## config.mk

```make
export PLATFORM = sky130hd
export DESIGN_NAME = keypad_entry_controller_unit
export DESIGN_NICKNAME = d
export VERILOG_FILES = /design/src/rtl/kec_pkg.sv /design/src/rtl/kec_encode.sv /design/src/rtl/kec_entry.sv /design/src/rtl/keypad_entry_controller_unit.sv
export SDC_FILE = /design/constraint.sdc
export NUM_CORES = 1
export LEC_CHECK = 0
export BUFFER_PORTS_ARGS = -buffer_cell sky130_fd_sc_hd__buf_2
export CORE_MARGIN = 1.5
export CORE_UTILIZATION = 60
export CTS_CLUSTER_SIZE = 20
export DETAILED_ROUTE_END_ITERATION = 7
export GPL_ROUTABILITY_DRIVEN = 0
export GPL_TIMING_DRIVEN = 0
export PLACE_DENSITY_LB_ADDON = 0.1
export SYNTH_ARGS = -nofsm -noshare
export SYNTH_HDL_FRONTEND = slang
export SYNTH_SLANG_ARGS = --single-unit
export TNS_END_PERCENT = 100
```

## constraint.sdc

```tcl
create_clock -name clk -period 8 [get_ports clk]
set_input_delay 2.4 -clock clk [delete_from_list [all_inputs] [get_ports clk]]
set_output_delay 2.4 -clock clk [all_outputs]
set_load 0.01 [all_outputs]
```

## src/rtl/kec_pkg.sv

```systemverilog
// ----------------------------------------------------------------------------
// kec_pkg
// Shared types and constants for the keypad entry controller.
// ----------------------------------------------------------------------------
package kec_pkg;

	localparam int KEYS_N  = 16;
	localparam int KEY_W   = 5;
	localparam int VALUE_W = 24;
	localparam int HELD_W  = 3;

	localparam logic [VALUE_W-1:0] VALUE_MAX = 24'hFFFFFF;
	localparam logic [HELD_W-1:0]  HELD_MAX  = 3'd7;

	// Action codes on the result word
	localparam logic [1:0] ACT_NONE  = 2'd0;
	localparam logic [1:0] ACT_WAVE  = 2'd1;
	localparam logic [1:0] ACT_AMPL  = 2'd2;
	localparam logic [1:0] ACT_FREQ  = 2'd3;

	// Role of the winning key on the pad
	typedef enum logic [2:0] {
		KEY_NONE,
		KEY_DIGIT,
		KEY_WAVE,
		KEY_STAR,
		KEY_HASH
	} key_kind_t;

	typedef struct packed {
		logic [KEY_W-1:0] code;
		key_kind_t        kind;
		logic [3:0]       digit;
		logic [1:0]       wave;
	} key_info_t;

	typedef struct packed {
		logic [KEY_W-1:0]   key_code;
		logic [1:0]         action;
		logic [1:0]         wave_code;
		logic [VALUE_W-1:0] applied_value;
		logic               editing_amplitude;
		logic [HELD_W-1:0]  digits_held;
	} result_t;

endpackage

```

## src/rtl/kec_encode.sv

```systemverilog
// ----------------------------------------------------------------------------
// kec_encode
// Priority encode of the key matrix snapshot and decode of the winning key.
// ----------------------------------------------------------------------------
module kec_encode (
	input  logic [kec_pkg::KEYS_N-1:0] pressed_keys,
	output kec_pkg::key_info_t         info
);

	logic [kec_pkg::KEY_W-1:0] found;
	logic [3:0]                idx;
	logic [1:0]                row;
	logic [1:0]                col;

	// Pick the lowest pressed crossing; scan from the top so the lowest wins
	always_comb begin
		found = '0;
		for (int i = kec_pkg::KEYS_N - 1; i >= 0; i--) begin
			if (pressed_keys[i]) begin
				found = kec_pkg::KEY_W'(i + 1);
			end
		end
	end

	assign idx = 4'(found - kec_pkg::KEY_W'(1));
	assign row = idx[3:2];
	assign col = idx[1:0];

	// Classify the key by its place on the pad
	always_comb begin
		info.code  = found;
		info.kind  = kec_pkg::KEY_NONE;
		info.digit = '0;
		info.wave  = '0;
		if (found != '0) begin
			if (col == 2'd3) begin
				info.kind = kec_pkg::KEY_WAVE;
				info.wave = row;
			end else if (row != 2'd3) begin
				info.kind  = kec_pkg::KEY_DIGIT;
				info.digit = 4'({row, 1'b0}) + 4'(row) + 4'(col) + 4'd1;
			end else if (col == 2'd1) begin
				info.kind  = kec_pkg::KEY_DIGIT;
				info.digit = 4'd0;
			end else if (col == 2'd0) begin
				info.kind = kec_pkg::KEY_STAR;
			end else begin
				info.kind = kec_pkg::KEY_HASH;
			end
		end
	end

endmodule

```

## src/rtl/kec_entry.sv

```systemverilog
// ----------------------------------------------------------------------------
// kec_entry
// Edge detect, decimal entry state and result formation for one word.
// ----------------------------------------------------------------------------
module kec_entry #(
	parameter int MAX_DIGITS = 7
) (
	input  logic               clk,
	input  logic               arst_n,
	input  logic               step,
	input  kec_pkg::key_info_t info,
	output kec_pkg::result_t   res
);

	localparam int CNT_W = $clog2(MAX_DIGITS + 1);
	localparam int PROD_W = kec_pkg::VALUE_W + 4;

	logic [kec_pkg::KEY_W-1:0]   prev_key_q;
	logic [kec_pkg::VALUE_W-1:0] value_q, value_d;
	logic [CNT_W-1:0]            count_q, count_d;
	logic                        ampl_q, ampl_d;

	logic                        fresh;
	logic [PROD_W-1:0]           prod;
	logic [CNT_W+2:0]            count_wide;

	// Act only on a key that differs from the previous tick
	assign fresh = (info.code != '0) && (info.code != prev_key_q);

	// value * 10 + digit as shift-and-add
	assign prod = PROD_W'({value_q, 3'b000}) + PROD_W'({value_q, 1'b0}) +
		PROD_W'(info.digit);

	// Next entry state and result
	always_comb begin
		value_d = value_q;
		count_d = count_q;
		ampl_d  = ampl_q;
		res.key_code      = fresh ? info.code : '0;
		res.action        = kec_pkg::ACT_NONE;
		res.wave_code     = '0;
		res.applied_value = '0;
		if (fresh) begin
			case (info.kind)
				kec_pkg::KEY_WAVE: begin
					res.action    = kec_pkg::ACT_WAVE;
					res.wave_code = info.wave;
				end
				kec_pkg::KEY_DIGIT: begin
					if (count_q < CNT_W'(MAX_DIGITS)) begin
						value_d = (prod > PROD_W'(kec_pkg::VALUE_MAX)) ?
							kec_pkg::VALUE_MAX : prod[kec_pkg::VALUE_W-1:0];
						count_d = count_q + CNT_W'(1);
					end
				end
				kec_pkg::KEY_STAR: begin
					ampl_d  = ~ampl_q;
					value_d = '0;
					count_d = '0;
				end
				kec_pkg::KEY_HASH: begin
					res.action        = ampl_q ? kec_pkg::ACT_AMPL : kec_pkg::ACT_FREQ;
					res.applied_value = value_q;
					value_d = '0;
					count_d = '0;
				end
				default: begin
				end
			endcase
		end
		count_wide = (CNT_W + 3)'(count_d);
		res.digits_held = (count_wide > (CNT_W + 3)'(kec_pkg::HELD_MAX)) ?
			kec_pkg::HELD_MAX : count_wide[kec_pkg::HELD_W-1:0];
		res.editing_amplitude = ampl_d;
	end

	// Advance entry state when a word moves to the result register
	always_ff @(posedge clk or negedge arst_n) begin
		if (!arst_n) begin
			prev_key_q <= '0;
			value_q    <= '0;
			count_q    <= '0;
			ampl_q     <= 1'b0;
		end else if (step) begin
			prev_key_q <= info.code;
			value_q    <= value_d;
			count_q    <= count_d;
			ampl_q     <= ampl_d;
		end
	end

endmodule

```

## src/rtl/keypad_entry_controller_unit.sv

```systemverilog
// ----------------------------------------------------------------------------
// keypad_entry_controller_unit
// 4x4 keypad scanner with decimal entry: one matrix snapshot in, one result
// word out per scan tick.
// ----------------------------------------------------------------------------
//  channel | handshake            | payload
//  --------+----------------------+-------------------------------------------
//  input   | in_valid / in_stall  | pressed_keys, channel
//  output  | out_valid / out_stall| key_code, action, target_channel,
//          |                      | wave_code, applied_value,
//          |                      | editing_amplitude, digits_held
//
//  One word per cycle sustained while out_stall is low; a result word
//  passes the input register and then the result register, and the
//  priority encode and one multiply-by-ten accumulate sit between them.
//  Reset clears the entry state and both valid flags.
//  in_stall rises only when both the input and result registers are full and
//  out_stall is high.
// ----------------------------------------------------------------------------
module keypad_entry_controller_unit #(
	parameter int MAX_DIGITS = 7
) (
	input  logic                          clk,
	input  logic                          arst_n,
	input  logic                          in_valid,
	output logic                          in_stall,
	input  logic [kec_pkg::KEYS_N-1:0]    pressed_keys,
	input  logic                          channel,
	output logic                          out_valid,
	input  logic                          out_stall,
	output logic [kec_pkg::KEY_W-1:0]     key_code,
	output logic [1:0]                    action,
	output logic                          target_channel,
	output logic [1:0]                    wave_code,
	output logic [kec_pkg::VALUE_W-1:0]   applied_value,
	output logic                          editing_amplitude,
	output logic [kec_pkg::HELD_W-1:0]    digits_held
);

	logic                        valid_s1;
	logic [kec_pkg::KEYS_N-1:0]  keys_s1;
	logic                        chan_s1;
	logic                        out_valid_q;
	logic                        chan_q;
	kec_pkg::result_t            res_q;
	kec_pkg::result_t            res;
	kec_pkg::key_info_t          info;
	logic                        out_free;
	logic                        step;
	logic                        take;

	// Handshake: the result register frees when empty or taken
	assign out_free = !out_valid_q || !out_stall;
	assign step     = valid_s1 && out_free;
	assign in_stall = valid_s1 && !out_free;
	assign take     = in_valid && !in_stall;

	// Input register
	always_ff @(posedge clk or negedge arst_n) begin
		if (!arst_n) begin
			valid_s1 <= 1'b0;
		end else if (!in_stall) begin
			valid_s1 <= in_valid;
		end
	end

	always_ff @(posedge clk) begin
		if (take) begin
			keys_s1 <= pressed_keys;
			chan_s1 <= channel;
		end
	end

	kec_encode u_encode (
		.pressed_keys (keys_s1),
		.info         (info)
	);

	kec_entry #(
		.MAX_DIGITS (MAX_DIGITS)
	) u_entry (
		.clk    (clk),
		.arst_n (arst_n),
		.step   (step),
		.info   (info),
		.res    (res)
	);

	// Result register
	always_ff @(posedge clk or negedge arst_n) begin
		if (!arst_n) begin
			out_valid_q <= 1'b0;
		end else if (out_free) begin
			out_valid_q <= valid_s1;
		end
	end

	always_ff @(posedge clk) begin
		if (step) begin
			res_q  <= res;
			chan_q <= chan_s1;
		end
	end

	assign out_valid         = out_valid_q;
	assign key_code          = res_q.key_code;
	assign action            = res_q.action;
	assign target_channel    = chan_q;
	assign wave_code         = res_q.wave_code;
	assign applied_value     = res_q.applied_value;
	assign editing_amplitude = res_q.editing_amplitude;
	assign digits_held       = res_q.digits_held;

endmodule
```

# After elaboration in Yosys (flattened, before gate mapping)

Index checks and enable logic that the tools add are counted.

Register bits: 90
Bits in latches: 0
Memory bits (writable): 0
Memory bits (read-only): 0
Bits of input ports: 21
Output and inout port bits: 40
Logic and storage cells: 83
Memories kept: 0

$add $sub $neg: 7
Multiply operators: 0
Divide/modulo/power cells: 0
$lt $le $gt $ge: 2
Equality and inequality tests: 9
Shifts and indexed selects: 0
Mux-type cells: 33
Bitwise logic cells: 1
Reduce and logical (&&, ||, !) cells: 16

Operators by type and width:

| kind                                                            | count |
|---|---|
| 2-to-1 mux 5 bit                                                | 16 |
| 2-to-1 mux 24 bit                                               | 2 |
| case mux 24 bit (2 select lines)                                | 1 |
| adder 27 x 25 -> 28 bit                                         | 1 |
| adder 28 x 4 -> 28 bit                                          | 1 |
| greater-than comparator 28 x 24 -> 1 bit, second input constant | 1 |
| 2-to-1 mux 3 bit                                                | 5 |
| 2-to-1 mux 9 bit                                                | 1 |
| AND reduction 4 bit                                             | 2 |
| 2-to-1 mux 7 bit                                                | 1 |
| equality test 3 x 2 -> 1 bit, second input constant             | 2 |
| case mux 3 bit (2 select lines)                                 | 1 |
| != test 5 bit                                                   | 1 |
| nonzero test 5 bit                                              | 1 |
| adder 3 x 2 -> 4 bit                                            | 1 |
| adder 4 x 1 -> 4 bit, second input constant                     | 1 |
| adder 4 x 2 -> 4 bit                                            | 1 |
| logical AND 1 bit                                               | 4 |
| logical NOT 1 bit                                               | 4 |
| 2-to-1 mux 4 bit                                                | 1 |
| case mux 2 bit (2 select lines)                                 | 1 |
| subtractor 4 x 1 -> 4 bit, second input constant                | 1 |
| adder 3 x 1 -> 3 bit, second input constant                     | 1 |
| equality test 3 x 1 -> 1 bit, second input constant             | 1 |
| 14 further kinds                                                | 16 |

# Logic depth before layout (Yosys ltp)

Word-level depth: 28
Depth in mapped cells: 24
Depth with buffers taken out: 22

# Cells and area by module

A second synthesis with hierarchy kept.

Cells, all modules: 547
Area total of the unflattened synthesis: 5759.3 um2

Modules (own cells, without submodules):

| module                       | instances | cells an instance | area an instance (um2) | seq. area each (um2) |
|---|---|---|---|---|
| kec_entry                    | 1         | 416               | 3523.4                 | 825.8 |
| keypad_entry_controller_unit | 1         | 63                | 1744.2                 | 1701.6 |
| kec_encode                   | 1         | 68                | 491.7                  | 0.0 |

# Worst setup path before layout

No wires, ideal clock.

Kind: reg-to-reg
Start point: reg keys_s1[4] in the netlist's numbering
End point: reg u_entry.value_q[10] in the netlist's numbering
Setup time: 0.130 ns
Arrival time: 5.802 ns
Required time: 7.870 ns
Path slack: 2.069 ns
Cell stages (with the launch flop): 24
Buffers on the path: 2
Clock period less this slack: 5.931 ns
Path through: edfxtp_1 > nor2b_1 > o31ai_1 > a31oi_1 > nor2_1 > ha_1 > clkbuf_1 > xnor2_1 > fa_1 > inv_1 > ha_1 > fa_1 > and3_1 > fa_1 > fa_1 > a211oi_1 > o211ai_1 > nor4bb_1 > o21a_1 > o211ai_1 > o311ai_2 > buf_2 > a2111oi_2 > nor3_1

Longest elaborated chain between the ends: 17
Elaborated cells on any way between the ends: 34
Classes of those cells: 5 x add/sub; 1 x order compare; 8 x eq/ne; 14 x mux; 6 x reduce/logical

RTL lines:

| item                                     | RTL line                           | text |
|---|---|---|
| from (decl)                              | keypad_entry_controller_unit.sv:41 | `logic [kec_pkg::KEYS_N-1:0] keys_s1;` |
| from (signal assigned)                   | keypad_entry_controller_unit.sv:69 | `keys_s1 <= pressed_keys;` |
| 2-to-1 mux 5 bit (*) (5 in series)       | kec_encode.sv:19                   | `if (pressed_keys[i]) begin` |
| subtractor 4 x 1 -> 4 bit                | kec_encode.sv:25                   | `assign idx = 4'(found - kec_pkg::KEY_W'(1));` |
| adder 3 x 2 -> 4 bit                     | kec_encode.sv:41                   | `info.digit = 4'({row, 1'b0}) + 4'(row) + 4'(col) + 4'd1;` |
| adder 4 x 2 -> 4 bit                     | kec_encode.sv:41                   |  |
| adder 4 x 1 -> 4 bit                     | kec_encode.sv:41                   |  |
| 2-to-1 mux 7 bit                         | kec_encode.sv:39                   | `end else if (row != 2'd3) begin` |
| 2-to-1 mux 4 bit                         | kec_encode.sv:36                   | `if (col == 2'd3) begin` |
| 2-to-1 mux 9 bit                         | kec_encode.sv:35                   | `if (found != '0) begin` |
| adder 28 x 4 -> 28 bit                   | kec_entry.sv:31                    | `assign prod = PROD_W'({value_q, 3'b000}) + PROD_W'({value_q, 1'b0}) +` |
| greater-than comparator 28 x 24 -> 1 bit | kec_entry.sv:51                    | `value_d = (prod > PROD_W'(kec_pkg::VALUE_MAX)) ?` |
| 2-to-1 mux 24 bit                        | kec_entry.sv:51                    |  |
| 2-to-1 mux 24 bit                        | kec_entry.sv:50                    | `if (count_q < CNT_W'(MAX_DIGITS)) begin` |
| case mux 24 bit (2 select lines)         | kec_entry.sv:44                    | `case (info.kind)` |
| to (signal assigned)                     | kec_entry.sv:86                    | `value_q <= value_d;` |
| to (decl)                                | kec_entry.sv:19                    | `logic [kec_pkg::VALUE_W-1:0] value_q, value_d;` |

Every way passes the cells marked *; elsewhere a longest branch is shown, timed or not. The select of a mux whose other input is x is not followed.
A chain may end at the register's enable or synchronous reset.

# Worst setup path after layout

Start point: reg keys_s1[4] in the netlist's numbering
End point: reg u_entry.value_q[22] in the netlist's numbering

Same word-level chain as after synthesis.

==> summary.md <==
| Metric | Value |
|---|---|
| Die area | 11000 um^2 |
| Reg2Reg Depth | 23 |
| Final Hold Fails | 0 |
| Max Buffers Root-to-Sink | 2 |
| Post-DP Area | 6700 um^2 |
| CTS tree | built |
| Total routed wirelength | 14200 um |
| Post-Syn Area | 6230 um^2 |
| Met3 WL post-DR | 730 um |
| Syn Area/Cell | 10.1 um^2 |
| Worst slew pin tran | 928 ps |
| H-tree Lvls | 3 |
| Pwr Total | 0.00126 W |
| Most common cell in the netlist | a21oi_1 |
| Max Clk Rate | 135 MHz |
| DR top layer | met4 |
| DP HPWL | 10400 um |
| Worst slew margin | 0.381 |
| Final critical-path share of the clock period | 0.929 |
| Final setup fails | 0 |
| Primary FF master, synth | edfxtp_1 |
| TNS Setup | 0 ps |
| Initial Util | 0.612 |
| Post-synthesis register bit count | 90 |
| Clk sinks | 90 |
| Detailed-route via count | 5195 |
| Place WS | 679 ps |
| Met1 WL | 6510 um |
| Post-synth net total | 695 |
| # hold bufs at CTS | 0 |
| FF+latch area | 2530 um^2 |
| Remaining antenna violation count | 0 |
| Design Area, Final | 6920 um^2 |
| RSZ-0062 raised after global routing | false |
| Die extent in y | 105 um |
| Synth area leader | edfxtp_1 |
| Core area | 10200 um^2 |
| Startpoint Class | flip-flop |
| Status | finished clean |
| Io pins | 61 |
| Setup Buffers After CTS | 0 |
| Pleak | 2.86 nW |
| Multi-input logic area | 3460 um^2 |
| Post-synth top cells | a21oi_1, edfxtp_1, ha_1 |
| Crit Reg-Reg Endpoint | u_entry.value_q[22] |
| CP Launch Point | keys_s1[4] |
| Synth top area cells | edfxtp_1, dfrtp_1, ha_1 |
| Vias in the first global route | 4853 |
| Clk slew on worst S/H paths | 90 ps |
| Req. time, crit path | 8260 ps |
| Total Routing Usage GR | 0.269 |
| Post-CTS resize count | 0 |
| DR DRC count | 0 |
| Critical path class | flip-flop to flip-flop |
| PD cells | 181 nW/um^2 |
| Total gr overflow | 0 |
| Asr flop ratio synth | 0.389 |
| Area share of the largest cell type after synthesis | 0.265 |
| Total CTS buffers | 9 |
| Drt pass-1 iters | 5 |
| Row count | 37 |
| Post-synthesis sequential area ratio | 0.405 |
| Clk_lat worst skew | 380 ps |
| Antenna violations before repair | 0 |
| CP endpoint | u_entry.value_q[22] |
| WL/cell | 17.2 um |
| Tmin final | 7430 ps |
| Crit path DAT | 7690 ps |
| Root buffer cell | clkbuf_8 |
| Area growth syn-to-layout | 11.1% |
| Cell variety after synth | 68 |
| Worst R2R Start | keys_s1[4] |
| Via/cell ratio | 6.27 |
| Filler instances | 799 |
| Iteration-0 DRC Markers | 386 |
| EDFF count, synth | 55 |
| Post-Syn Instances | 617 |
| Min-Delay Path Class | flip-flop to flip-flop |
| Slew Viols, Final | 0 |
| Buffers on Ports | 60 |
| Syn. warnings | 0 |
| Setup slack, reg-to-reg | 570 ps |
| MaxCap Viol Count | 0 |
| Setup WS post-layout | 567 ps |
| First-pass GRT wire length | 23600 um |
| Met2 wire len | 6740 um |
| Antenna fix cells | 0 |
| CP max FO | 10 |
| Die X | 105 um |
| Largest net degree at the start of global routing | 45 |
| Final Skew | 18.3 ps |
| Layout cell share with drive strength beyond 1 | 0.195 |
| Layout net count | 766 |
| Peak supply drop | 0.115 mV |
| Crit. End Element | flip-flop |
worst max-delay path, stage by stage, from the launching register on:
cell	delay, ps
edfxtp_1	480
nor2b_1	220
o31ai_1	240
a31oi_1	130
nor2_1	330
ha_1	210
clkbuf_1	310
xnor2_1	190
fa_1	570
inv_1	50
ha_1	200
fa_1	360
and3_1	180
fa_1	540
fa_1	260
a211oi_1	150
o211ai_1	370
nand2_1	170
a211oi_1	520
mux2i_1	660
clkbuf_1	440
o21ai_0	270
a2111oi_2	410
nor3_1	80
layout make-up:
type	instances	share of cell area
flip-flops and latches	90	0.365
clock inverters	7	0.0139
well taps	136	0.0246
inverters	14	0.00759
clock buffers	9	0.0179
repair buffers	60	0.0434
plain buffers	34	0.0278
multi-input cells	479	0.500
power breakdown:
part	leakage (nW)	switching [W]	total (W)	internal, W
combinational	1.86	0.000207	0.000341	0.000133
clock	0.114	0.000177	0.000356	0.000178
sequential	0.887	0.0000237	0.000559	0.000535
through the flow:
| step | cells | hold WS [ps] | utilization |
|---|---|---|---|
| final | 829 | 437 | 0.680 |
| after CTS | 829 | 439 | 0.680 |
| after global routing | 829 | 463 | 0.680 |
| after floorplan | 617 | 400 | - |
| after global placement | 813 | 407 | 0.658 |
| after detailed placement | 813 | 417 | 0.658 |
worst min path at each step:
stage             from              to  slack (ps)  depth (start not counted)
5_1_grt        chan_s1  target_channel         460                          0
6_report       chan_s1  target_channel         440                          0
3_5_place_dp   chan_s1  target_channel         420                          0
3_3_place_gp   chan_s1  target_channel         410                          0
2_1_floorplan  chan_s1  target_channel         400                          0
4_1_cts        chan_s1  target_channel         440                          0
logic make-up after synthesis:
family                   after synthesis  share of synthesized area
flip-flops                            90                      0.405
XOR/XNOR                              17                     0.0239
AND/OR/NAND/NOR                      229                      0.198
buffers and inverters                 48                     0.0393
AO/OA/AOI/OAI                        173                      0.209
adder cells (fa/ha/maj)               57                      0.119
multiplexers                           3                    0.00522
flip-flops by register name, summed over array words and instances, names as in the netlist:
signal	flops
editing_amplitude	1
target_channel	1
u_entry.ampl_q	1
out_valid	1
key_code	5
u_entry.prev_key_q	5
u_entry.count_q	3
wave_code	2
valid_s1	1
chan_s1	1
action	2
u_entry.value_q	24
digits_held	3
keys_s1	16
applied_value	24
cells in the final DEF (no fill, tap or decap), types with 25 or more instances in the layout:
| cell | Yosys | final |
|---|---|---|
| nor2_1 | 33 | 33 |
| nor3_1 | 35 | 35 |
| a21oi_1 | 56 | 56 |
| ha_1 | 53 | 53 |
| nand2_1 | 47 | 47 |
| dfrtp_1 | 35 | 35 |
| o21ai_0 | 25 | 25 |
| edfxtp_1 | 55 | 55 |
| buf_2 | 16 | 76 |
| and2_1 | 27 | 27 |
per-layer routing:
| metal | up-vias | global-route usage |
|---|---|---|
| met4 | 0 | 0.0969 |
| met3 | 19 | 0.0374 |
| li1 | 2503 | - |
| met2 | 174 | 0.431 |
| met5 | - | 0 |
| met1 | 2499 | 0.375 |
No activity file was read; power rests on OpenSTA's default activity.
